`src/rtl/pai_pkg.sv`:
```
package pai_pkg;

  localparam int DEPTH    = 64;
  localparam int WORD_W   = 32;
  localparam int POS_W    = 7;
  localparam int IDX_W    = (DEPTH > 1) ? $clog2(DEPTH) : 1;
  localparam int CNT_W    = $clog2(DEPTH + 1);
  localparam int CMP_W    = ((CNT_W > POS_W) ? CNT_W : POS_W) + 1;

  typedef enum logic [1:0] {
    OP_INSERT = 2'd0,
    OP_DELETE = 2'd1,
    OP_READ   = 2'd2,
    OP_CLEAR  = 2'd3
  } op_t;

  typedef enum logic [1:0] {
    ST_OK      = 2'd0,
    ST_BAD_POS = 2'd1,
    ST_FULL    = 2'd2
  } status_t;

  typedef struct packed {
    logic             ins;
    logic             del;
    logic             rd;
    logic [IDX_W-1:0] idx;
  } cell_ctl_t;

endpackage

```
`src/rtl/pai_cell.sv`:
```
module pai_cell
  import pai_pkg::*;
(
  input  logic              clk,
  input  cell_ctl_t         ctl_i,
  input  logic [IDX_W-1:0]  my_idx_i,
  input  logic [WORD_W-1:0] val_i,
  input  logic [WORD_W-1:0] left_i,
  input  logic [WORD_W-1:0] right_i,
  output logic [WORD_W-1:0] word_o,
  output logic [WORD_W-1:0] rd_o
);

  logic [WORD_W-1:0] word_r;
  logic [WORD_W-1:0] word_nxt;

  always_comb begin
    word_nxt = word_r;
    if (ctl_i.ins) begin
      if (my_idx_i > ctl_i.idx) begin
        word_nxt = left_i;
      end else if (my_idx_i == ctl_i.idx) begin
        word_nxt = val_i;
      end
    end else if (ctl_i.del) begin
      if (my_idx_i >= ctl_i.idx) begin
        word_nxt = right_i;
      end
    end
  end

  always_ff @(posedge clk) begin
    word_r <= word_nxt;
  end

  assign word_o = word_r;
  assign rd_o   = (ctl_i.rd && (my_idx_i == ctl_i.idx)) ? word_r : '0;

endmodule

```
`config.mk`:
```
export PLATFORM = sky130hd
export DESIGN_NAME = pai_cell
export DESIGN_NICKNAME = d
export VERILOG_FILES = /design/src/rtl/pai_pkg.sv /design/src/rtl/pai_cell.sv
export SDC_FILE = /design/constraint.sdc
export NUM_CORES = 1
export LEC_CHECK = 0
export BUFFER_PORTS_ARGS = -buffer_cell sky130_fd_sc_hd__buf_2
export CAP_MARGIN = 20
export CORE_MARGIN = 10
export CORE_UTILIZATION = 43
export CTS_CLUSTER_DIAMETER = 50
export DETAILED_ROUTE_END_ITERATION = 8
export PLACE_DENSITY = 0.88
export SETUP_SLACK_MARGIN = 0.3
export SYNTH_ARGS = -nofsm -noshare
export SYNTH_HDL_FRONTEND = slang
export SYNTH_SLANG_ARGS = --single-unit
```
`constraint.sdc`:
```
create_clock -name clk -period 3.2 [get_ports clk]
set_clock_uncertainty 0.05 [all_clocks]
set_input_delay 0.48 -clock clk [delete_from_list [all_inputs] [get_ports clk]]
set_output_delay 0.48 -clock clk [all_outputs]
set_load 0.005 [all_outputs]
```
Word level (Yosys, flattened, before mapping)
Cells that the tools add are included.

Order comparisons: 2. Equality and inequality tests: 2. Multiplexer cells: 6. Reductions and logical operators: 4.

Operator list (count): 32-bit two-way mux (6); 6-bit equality test (1); 6-bit greater-or-equal comparator (1); 6-bit greater-than comparator (1); 2-bit nonzero test (2); 3-bit by 1-bit inequality test with 1-bit output, second input constant (1); 3-bit AND reduction (1); 1-bit logical AND (1).

Flip-flop bits (word level): 32. Output and inout bits: 64.

Longest topological paths before layout
Gate-level depths: netlist of run 1.

Depth after elaboration: 4. Depth in mapped cells: 9. Depth with buffers taken out: 6.

Worst setup path after synthesis of run 1
No wires, ideal clock.

Path kind: input to register. Start point: input ctl_i[5] in the netlist's numbering. End point: register word_r[0], in the netlist word_o[0] (enable). Setup time: 0.391 ns. Arrival: 2.372 ns. Slack: 0.387 ns. Stages: 7. Buffers on the path: 2. Path through: inv_1 > ha_1 > and4_4 > and3_4 > buf_6 > clkbuf_1 > o22a_1.

Cells in the longest elaborated chain, start to end: 3. Elaborated cells on any way between the ends: 6. Classes of those cells: 2 x order compare; 2 x eq/ne; 2 x reduce/logical.

Ends and longest elaborated chain: start, declared (line pai_cell.sv:5) `input cell_ctl_t ctl_i,`; 6-bit greater-than comparator (tied with other cells) (line pai_cell.sv:20) `if (my_idx_i > ctl_i.idx) begin`; 3-bit by 1-bit inequality test with 1-bit output (no source line) or 2-bit nonzero test (tied branches); 3-bit AND reduction (no source line) *; end signal, assigned (line pai_cell.sv:33) `word_r <= word_nxt;`; end, declared (line pai_cell.sv:14) `logic [WORD_W-1:0] word_r;`.

Mark *: on every way between the ends. The rest lies on a longest branch, timed or not. A chain may end at the register's enable or synchronous reset.

Final worst setup path of run 1
Start point: input ctl_i[5] in the netlist's numbering. End point: output rd_o[11].

Cells in the longest elaborated chain, start to end: 3.

Ends and longest elaborated chain: 6-bit equality test (line pai_cell.sv:37) `assign rd_o = (ctl_i.rd && (my_idx_i == ctl_i.idx)) ? word_r : '0;`; 1-bit logical AND (line pai_cell.sv:37); 32-bit two-way mux (line pai_cell.sv:37); end, declared (line pai_cell.sv:11) `output logic [WORD_W-1:0] rd_o`.

Every way passes these cells.

==> results of run 1 <==
[cell families (layout without fill, tap and decap cells)]
logic type,after synthesis,count (layout),share of synthesized area [%]
and+or+nand+nor,133,133,24.6
AOI/OAI and AO/OA,100,100,28.8
DFF,32,32,34.8
buffers and inverters,46,201,9.07
adders and majority gates,6,6,2.72
[cell usage after synthesis]
cell type / n
nand2_1: 64
nor2b_1: 33
a311o_1: 32
a31oi_1: 32
and3_1: 32
edfxtp_1: 32
o211ai_1: 32
clkbuf_1: 25
buf_2: 7
buf_6: 7
ha_1: 6
inv_1: 6
nand3_1: 2
a21o_1: 1
a21oi_2: 1
and3_4: 1
and4_4: 1
buf_12: 1
o21ai_2: 1
o22a_1: 1
[worst min-delay path: cells and delay by family]
| family | cells | cell delay (ns) |
|---|---|---|
| AO/OA/AOI/OAI | 2 | 0.15 |
| buffers and inverters | 1 | 0.09 |
[metrics by stage]
step / power, W / cell area (µm²)
3_3_place_gp: 0.000964 / 3600
4_1_cts: 0.00135 / 3700
5_1_grt: 0.00142 / 3700
2_1_floorplan: 0.000786 / 2760
6_report: 0.00133 / 3700
3_5_place_dp: 0.000977 / 3600
[layer usage]
metal  routed length [µm]  up-vias  global-route usage, %
met5                    0        -                      0
met4                  161        0                   5.76
met3                  893       12                   7.28
met2                 4610      125                   30.1
met1                 3550     1407                   18.4
li1                     -     1524                      -
[final cells by class]
type	instances	area (µm²)	area share [%]
Clock buffer	5	68.8	1.86
Clock inverter	3	37.5	1.01
Inverter	6	22.5	0.608
Multi-Input combinational cell	239	1550	41.8
Sequential cell	32	961	25.9
Tap cell	77	96.3	2.60
Timing Repair Buffer	187	968	26.1
[worst max path at each step]
stage / from / end / slack (ns) / cells past startpoint
4_1_cts: ctl_i[5] / rd_o[10] / 0.63 / 7
3_3_place_gp: ctl_i[5] / word_o[16]$_DFFE_PP_ / 0.60 / 7
2_1_floorplan: ctl_i[5] / word_o[0]$_DFFE_PP_ / 0.39 / 7
3_5_place_dp: ctl_i[5] / word_o[16]$_DFFE_PP_ / 0.55 / 7
5_1_grt: ctl_i[5] / rd_o[13] / 0.50 / 7
6_report: ctl_i[5] / rd_o[11] / 0.61 / 7
[layout by cell type, fill, tap and decap left out]
cell       count
and3_1        32
and3_4         1
bufinv_16      1
o21ai_2        1
nand3_1        2
ha_1           6
buf_2        174
inv_1          6
buf_4         13
a31oi_1       32
o22a_1         1
nand2_1       64
clkinv_1       2
a21o_1         1
nor2b_1       33
a311o_1       32
o211ai_1      32
edfxtp_1      32
and4_4         1
a21oi_2        1
clkbuf_8       5
[power by group]
part | switching (W) | total [W] | internal (W)
clock | 0.000140 | 0.000366 | 0.000226
combinational | 0.000203 | 0.000381 | 0.000178
sequential | 0.0000328 | 0.000587 | 0.000554
==> results.py, run 1 <==
metrics = {
    "status": {
        "outcome": "finished, final reports clean",
    },
    "cts": {
        "htreeDepth": 2,
        "clock-sinks": 32,
        "cts_buffer_depth": 2,
        "numCtsBuffers": 5,
        "root_buffer": "clkbuf_8",
        "tritoncts": "done",
        "post_cts_buffers": 0,
        "cts_resized": 0,
        "cts_hold_buf": 0,
        "clkTransAtPathRegs_ns": 0.07,
    },
    "worst_setup_path": {
        "worstSetupPathType": "in2out",
        "crit_arrival_ns": 2.06,
        "crit_chain": "buf_2 -> inv_1 -> ha_1 -> and4_4 -> and3_4 -> and3_1 -> buf_2",
        "setup.worst_path.start_class": "primary input",
        "critPathMaxStageDelay_ns": 0.54,
        "crit_path_top_delay_cell": "and3_4",
        "worstSetupEndpointType": "output port",
        "crit_buf_inv": 3,
        "crit_top_cell": "buf_2",
        "cp_top_family": "simple AND/OR/NAND/NOR gates",
        "critPathRequiredTime_ns": 2.67,
        "crit_fanout": 56,
    },
    "synth": {
        "seq_area_frac_synth_pct": 34.8,
        "ys_ff_latch": 32,
        "synth_cells": 317,
        "synthesis.nets": 435,
        "syn-cell-area_um2": 2760,
        "ys_warn_count": 0,
        "synth_cell_types": 20,
        "synthTopCellsByArea": "edfxtp_1 35%, a311o_1 12%, nand2_1 8.7%",
        "syn_avg_cell_area_um2": 8.71,
        "post-synth-top-area-fraction_pct": 34.8,
        "synth_top_cell_by_area": "edfxtp_1",
    },
    "cells_and_area": {
        "largest_reg_flops": 32,
        "nets": 589,
        "final_cells": 549,
        "fin_util_pct": 59.0,
        "insertedDiodeCount": 0,
        "area_growth_pct": 34.2,
        "final.fill_count": 575,
        "drive_gt1_share_pct": 41.7,
    },
    "routing": {
        "firstDrtPassIters": 4,
        "post_drt_via_cell_ratio": 5.59,
        "vias": 3068,
        "route.detailed.drc": 0,
        "first_iter_violations": 155,
        "wire_per_inst_um": 16.8,
        "routed_wl_mm": 9.22,
        "antenna_left": 0,
    },
    "floorplanning": {
        "start_util_pct": 44.0,
        "die_y_um": 100,
        "die_w_um": 100,
        "die_area_um2": 10000,
        "std_cell_rows": 29,
        "coreArea_um2": 6280,
        "pin_count": 176,
    },
    "timing": {
        "drv_slew": 0,
        "slew_headroom_pct": 57.5,
        "postLayoutSetupSlackWorst_ns": 0.611,
        "fmax_mhz": 386,
        "setup_viol_count_final": 0,
        "tightest_slew_ns": 0.637,
        "final.period_utilization_pct": 80.9,
        "holdWs_ns": 0.497,
        "tns_ns": 0,
        "hold_viol": 0,
        "rsz0062_at_grt": "false",
        "post-route-min-period_ns": 2.59,
    },
    "grt": {
        "antenna_found_initial": 0,
        "grt_max_degree": 73,
        "track_usage_pct": 17.3,
        "grt_pass1_vias": 3095,
        "grt_pass1_wl_mm": 14.5,
        "overflow": 0,
    },
    "pwr": {
        "p_per_area_nw_per_um2": 360,
        "leakagePower_nw": 1.79,
        "ir_drop_mv": 0.211,
    },
    "worst_hold_path": {
        "hp-start": "val_i[5]",
        "whs_endpoint": "word_o[5]$_DFFE_PP_",
        "min_path_type": "in2reg",
        "holdPathStages": 3,
    },
    "placement": {
        "hpwl_mm": 6.96,
        "globalplace.congestion": 0.857,
        "portBuffers": 175,
        "place_ws_ns": 0.547,
        "dp.cells": 541,
    },
    "run": {
        "maxCapViolations": 0,
    },
}
No activity file was read; power rests on OpenSTA's default activity.
==> run 2: changes to the inputs <==
ABC_AREA = 1   (was not set)
CORE_UTILIZATION = 38   (was 43)
PLACE_DENSITY = 0.85   (was 0.88)
clock period = 2.3 ns   (was 3.2 ns; I/O delays follow)
==> results.py, run 2 <==
metrics = {
    "status": {
        "outcome": "finished, final reports clean",
    },
    "timing": {
        "final.period_utilization_pct": 84.3,
        "hold_viol": 0,
        "fmax_mhz": 516,
        "tns_ns": 0,
        "drv_slew": 0,
        "setup_viol_count_final": 0,
        "tightest_slew_ns": 1.03,
        "postLayoutSetupSlackWorst_ns": 0.361,
        "post-route-min-period_ns": 1.94,
        "rsz0062_at_grt": "true",
        "slew_headroom_pct": 31.2,
    },
    "cts": {
        "root_buffer": "clkbuf_8",
        "clkTransAtPathRegs_ns": 0.07,
        "numCtsBuffers": 5,
        "clock-sinks": 32,
        "htreeDepth": 2,
        "tritoncts": "done",
        "cts_buffer_depth": 2,
    },
    "routing": {
        "wl_met3_um": 750,
        "vias": 2808,
        "drt-met1-wl_mm": 3.32,
        "first_iter_violations": 85,
        "highest_layer": "met4",
        "post_drt_via_cell_ratio": 4.51,
        "antenna_left": 0,
        "route.detailed.drc": 0,
        "routed_wl_mm": 8.94,
        "firstDrtPassIters": 4,
        "wire_per_inst_um": 14.4,
        "dr_wl_met2_mm": 4.71,
    },
    "synth": {
        "synthesis.nets": 491,
        "post-synth-top-area-fraction_pct": 38.9,
        "synthTopCellsByArea": "edfxtp_1 39%, inv_1 16%, nand2_1 16%",
        "seq_area_frac_synth_pct": 38.9,
        "ys_ff_latch": 32,
        "ys_async_sr_fraction_pct": 0,
        "syn-cell-area_um2": 2470,
        "synthTopCellsByCount": "108 x inv_1, 103 x nand2_1, 64 x nand3_1, 32 x edfxtp_1, 32 x nor2_1",
        "synth_most_common_cell": "inv_1",
        "yosys_most_used_dff": "edfxtp_1",
        "synth_cells": 373,
        "synth_cell_types": 17,
        "synth_top_cell_by_area": "edfxtp_1",
        "ys_warn_count": 0,
        "syn_avg_cell_area_um2": 6.62,
        "synth_edf_count": 32,
    },
    "pwr": {
        "intPower_w": 0.00135,
        "total_power_w": 0.00193,
        "power_switching_w": 0.000582,
        "power_frac_comb_pct": 30.9,
        "ir_drop_mv": 0.431,
        "p_per_area_nw_per_um2": 528,
        "p_clk_share_pct": 26.8,
        "switching_share_pct": 30.2,
        "seq_power_share_pct": 42.4,
        "leakagePower_nw": 2.30,
    },
    "worst_setup_path": {
        "critPathMaxStageDelay_ns": 0.28,
        "cp_top_family": "simple AND/OR/NAND/NOR gates",
        "crit_path_top_delay_cell": "ha_4",
        "crit_fanout": 16,
        "critPathRequiredTime_ns": 1.90,
        "startpoint": "ctl_i[5]",
        "worstSetupEndpointType": "output port",
        "setup.worst_path.start_class": "primary input",
        "crit_chain": "buf_2 -> inv_4 -> ha_4 -> nand2_4 -> nor2_4 -> nand3_4 -> inv_4 -> nand2_4 -> nor2_1 -> buf_2",
        "endpoint": "rd_o[7]",
        "worstSetupPathType": "in2out",
        "crit_buf_inv": 4,
        "path_depth": 10,
        "crit_arrival_ns": 1.54,
    },
    "placement": {
        "portBuffers": 175,
        "hpwl_mm": 7.23,
        "place_ws_ns": 0.0537,
        "dp.cells": 613,
        "globalplace.congestion": 0.855,
    },
    "grt": {
        "antenna_found_initial": 0,
        "track_usage_pct": 16.4,
        "grt_pass1_vias": 2794,
        "grt_pass1_wl_mm": 13.4,
        "overflow": 0,
        "grt_max_degree": 33,
    },
    "worst_hold_path": {
        "min_path_type": "in2reg",
        "hp-start": "right_i[17]",
    },
    "floorplanning": {
        "std_cell_rows": 29,
        "pin_count": 176,
        "die_area_um2": 10100,
        "die_y_um": 101,
        "coreArea_um2": 6350,
        "start_util_pct": 38.9,
        "die_w_um": 101,
    },
    "cells_and_area": {
        "fin_util_pct": 57.6,
        "area_growth_pct": 48.2,
        "layout_common_cells": "175 x buf_2, 102 x inv_1, 100 x nand2_1, 64 x nand3_1",
        "insertedDiodeCount": 0,
        "layout_commonest_cell": "buf_2",
        "drive_gt1_share_pct": 38.9,
        "largest_reg_flops": 32,
        "nets": 662,
        "final_cells": 622,
    },
    "run": {
        "maxCapViolations": 0,
    },
}
-- run 2: worst min path at each step --
stage                           endpoint  depth (start not counted)
finish              word_o[17]$_DFFE_PP_                          3
global route        word_o[12]$_DFFE_PP_                          3
CTS                 word_o[28]$_DFFE_PP_                          3
detailed placement  word_o[28]$_DFFE_PP_                          3
global placement    word_o[24]$_DFFE_PP_                          3
floorplan            word_o[0]$_DFFE_PP_                          2
-- run 2: per-stage QoR --
step           area (µm²)  hold slack [ns]
6_report             3660            0.284
5_1_grt              3660            0.292
4_1_cts              3640            0.278
3_5_place_dp         3520            0.569
3_3_place_gp         3520            0.566
2_1_floorplan        2590            0.481
-- run 2: worst min-delay path, cell delays in order --
cell     delay, ns
buf_2         0.07
nand2_1       0.04
nand2_1       0.05
-- run 2: repair_timing --
| item | in CTS | in global routing |
|---|---|---|
| setup endpoints to repair | 32 | 35 |
| gates cloned | 0 | 1 |
| pin swaps | 0 | 1 |
| hold buffers | 0 | 0 |
| resized for setup | 2 | 2 |
| buffers inserted | 0 | 0 |
-- run 2: layer usage --
layer | global-route usage [%] | up-vias
li1 | - | 1446
met4 | 6.74 | 0
met2 | 29.6 | 105
met3 | 5.08 | 12
met1 | 16.9 | 1245
met5 | 0 | -
-- run 2: power by group through the flow --
| stage | Sequential (W) | Combinational [W] | Clock (W) |
|---|---|---|---|
| floorplan | 0.000835 | 0.000312 | 0 |
| global placement | 0.000827 | 0.000574 | 0 |
| detailed placement | 0.000832 | 0.000593 | 0 |
| CTS | 0.000820 | 0.000598 | 0.000524 |
| global route | 0.000830 | 0.000666 | 0.000549 |
| finish | 0.000818 | 0.000596 | 0.000517 |
-- run 2: cell type report --
cell class	instances	area (µm²)
flip-flops and latches	32	961
well taps	77	96.3
fillers	604	2690
clock inverters	3	37.5
repair buffers	182	953
inverters	109	420
clock buffers	5	68.8
multi-input cells	214	1120
-- run 2: logic make-up after synthesis --
group,Yosys count,synth area share [%]
and+or+nand+nor,205,36.3
DFF,32,38.9
AOI/OAI and AO/OA,2,0.456
buffers and inverters,128,21.3
adders and majority gates,6,3.04
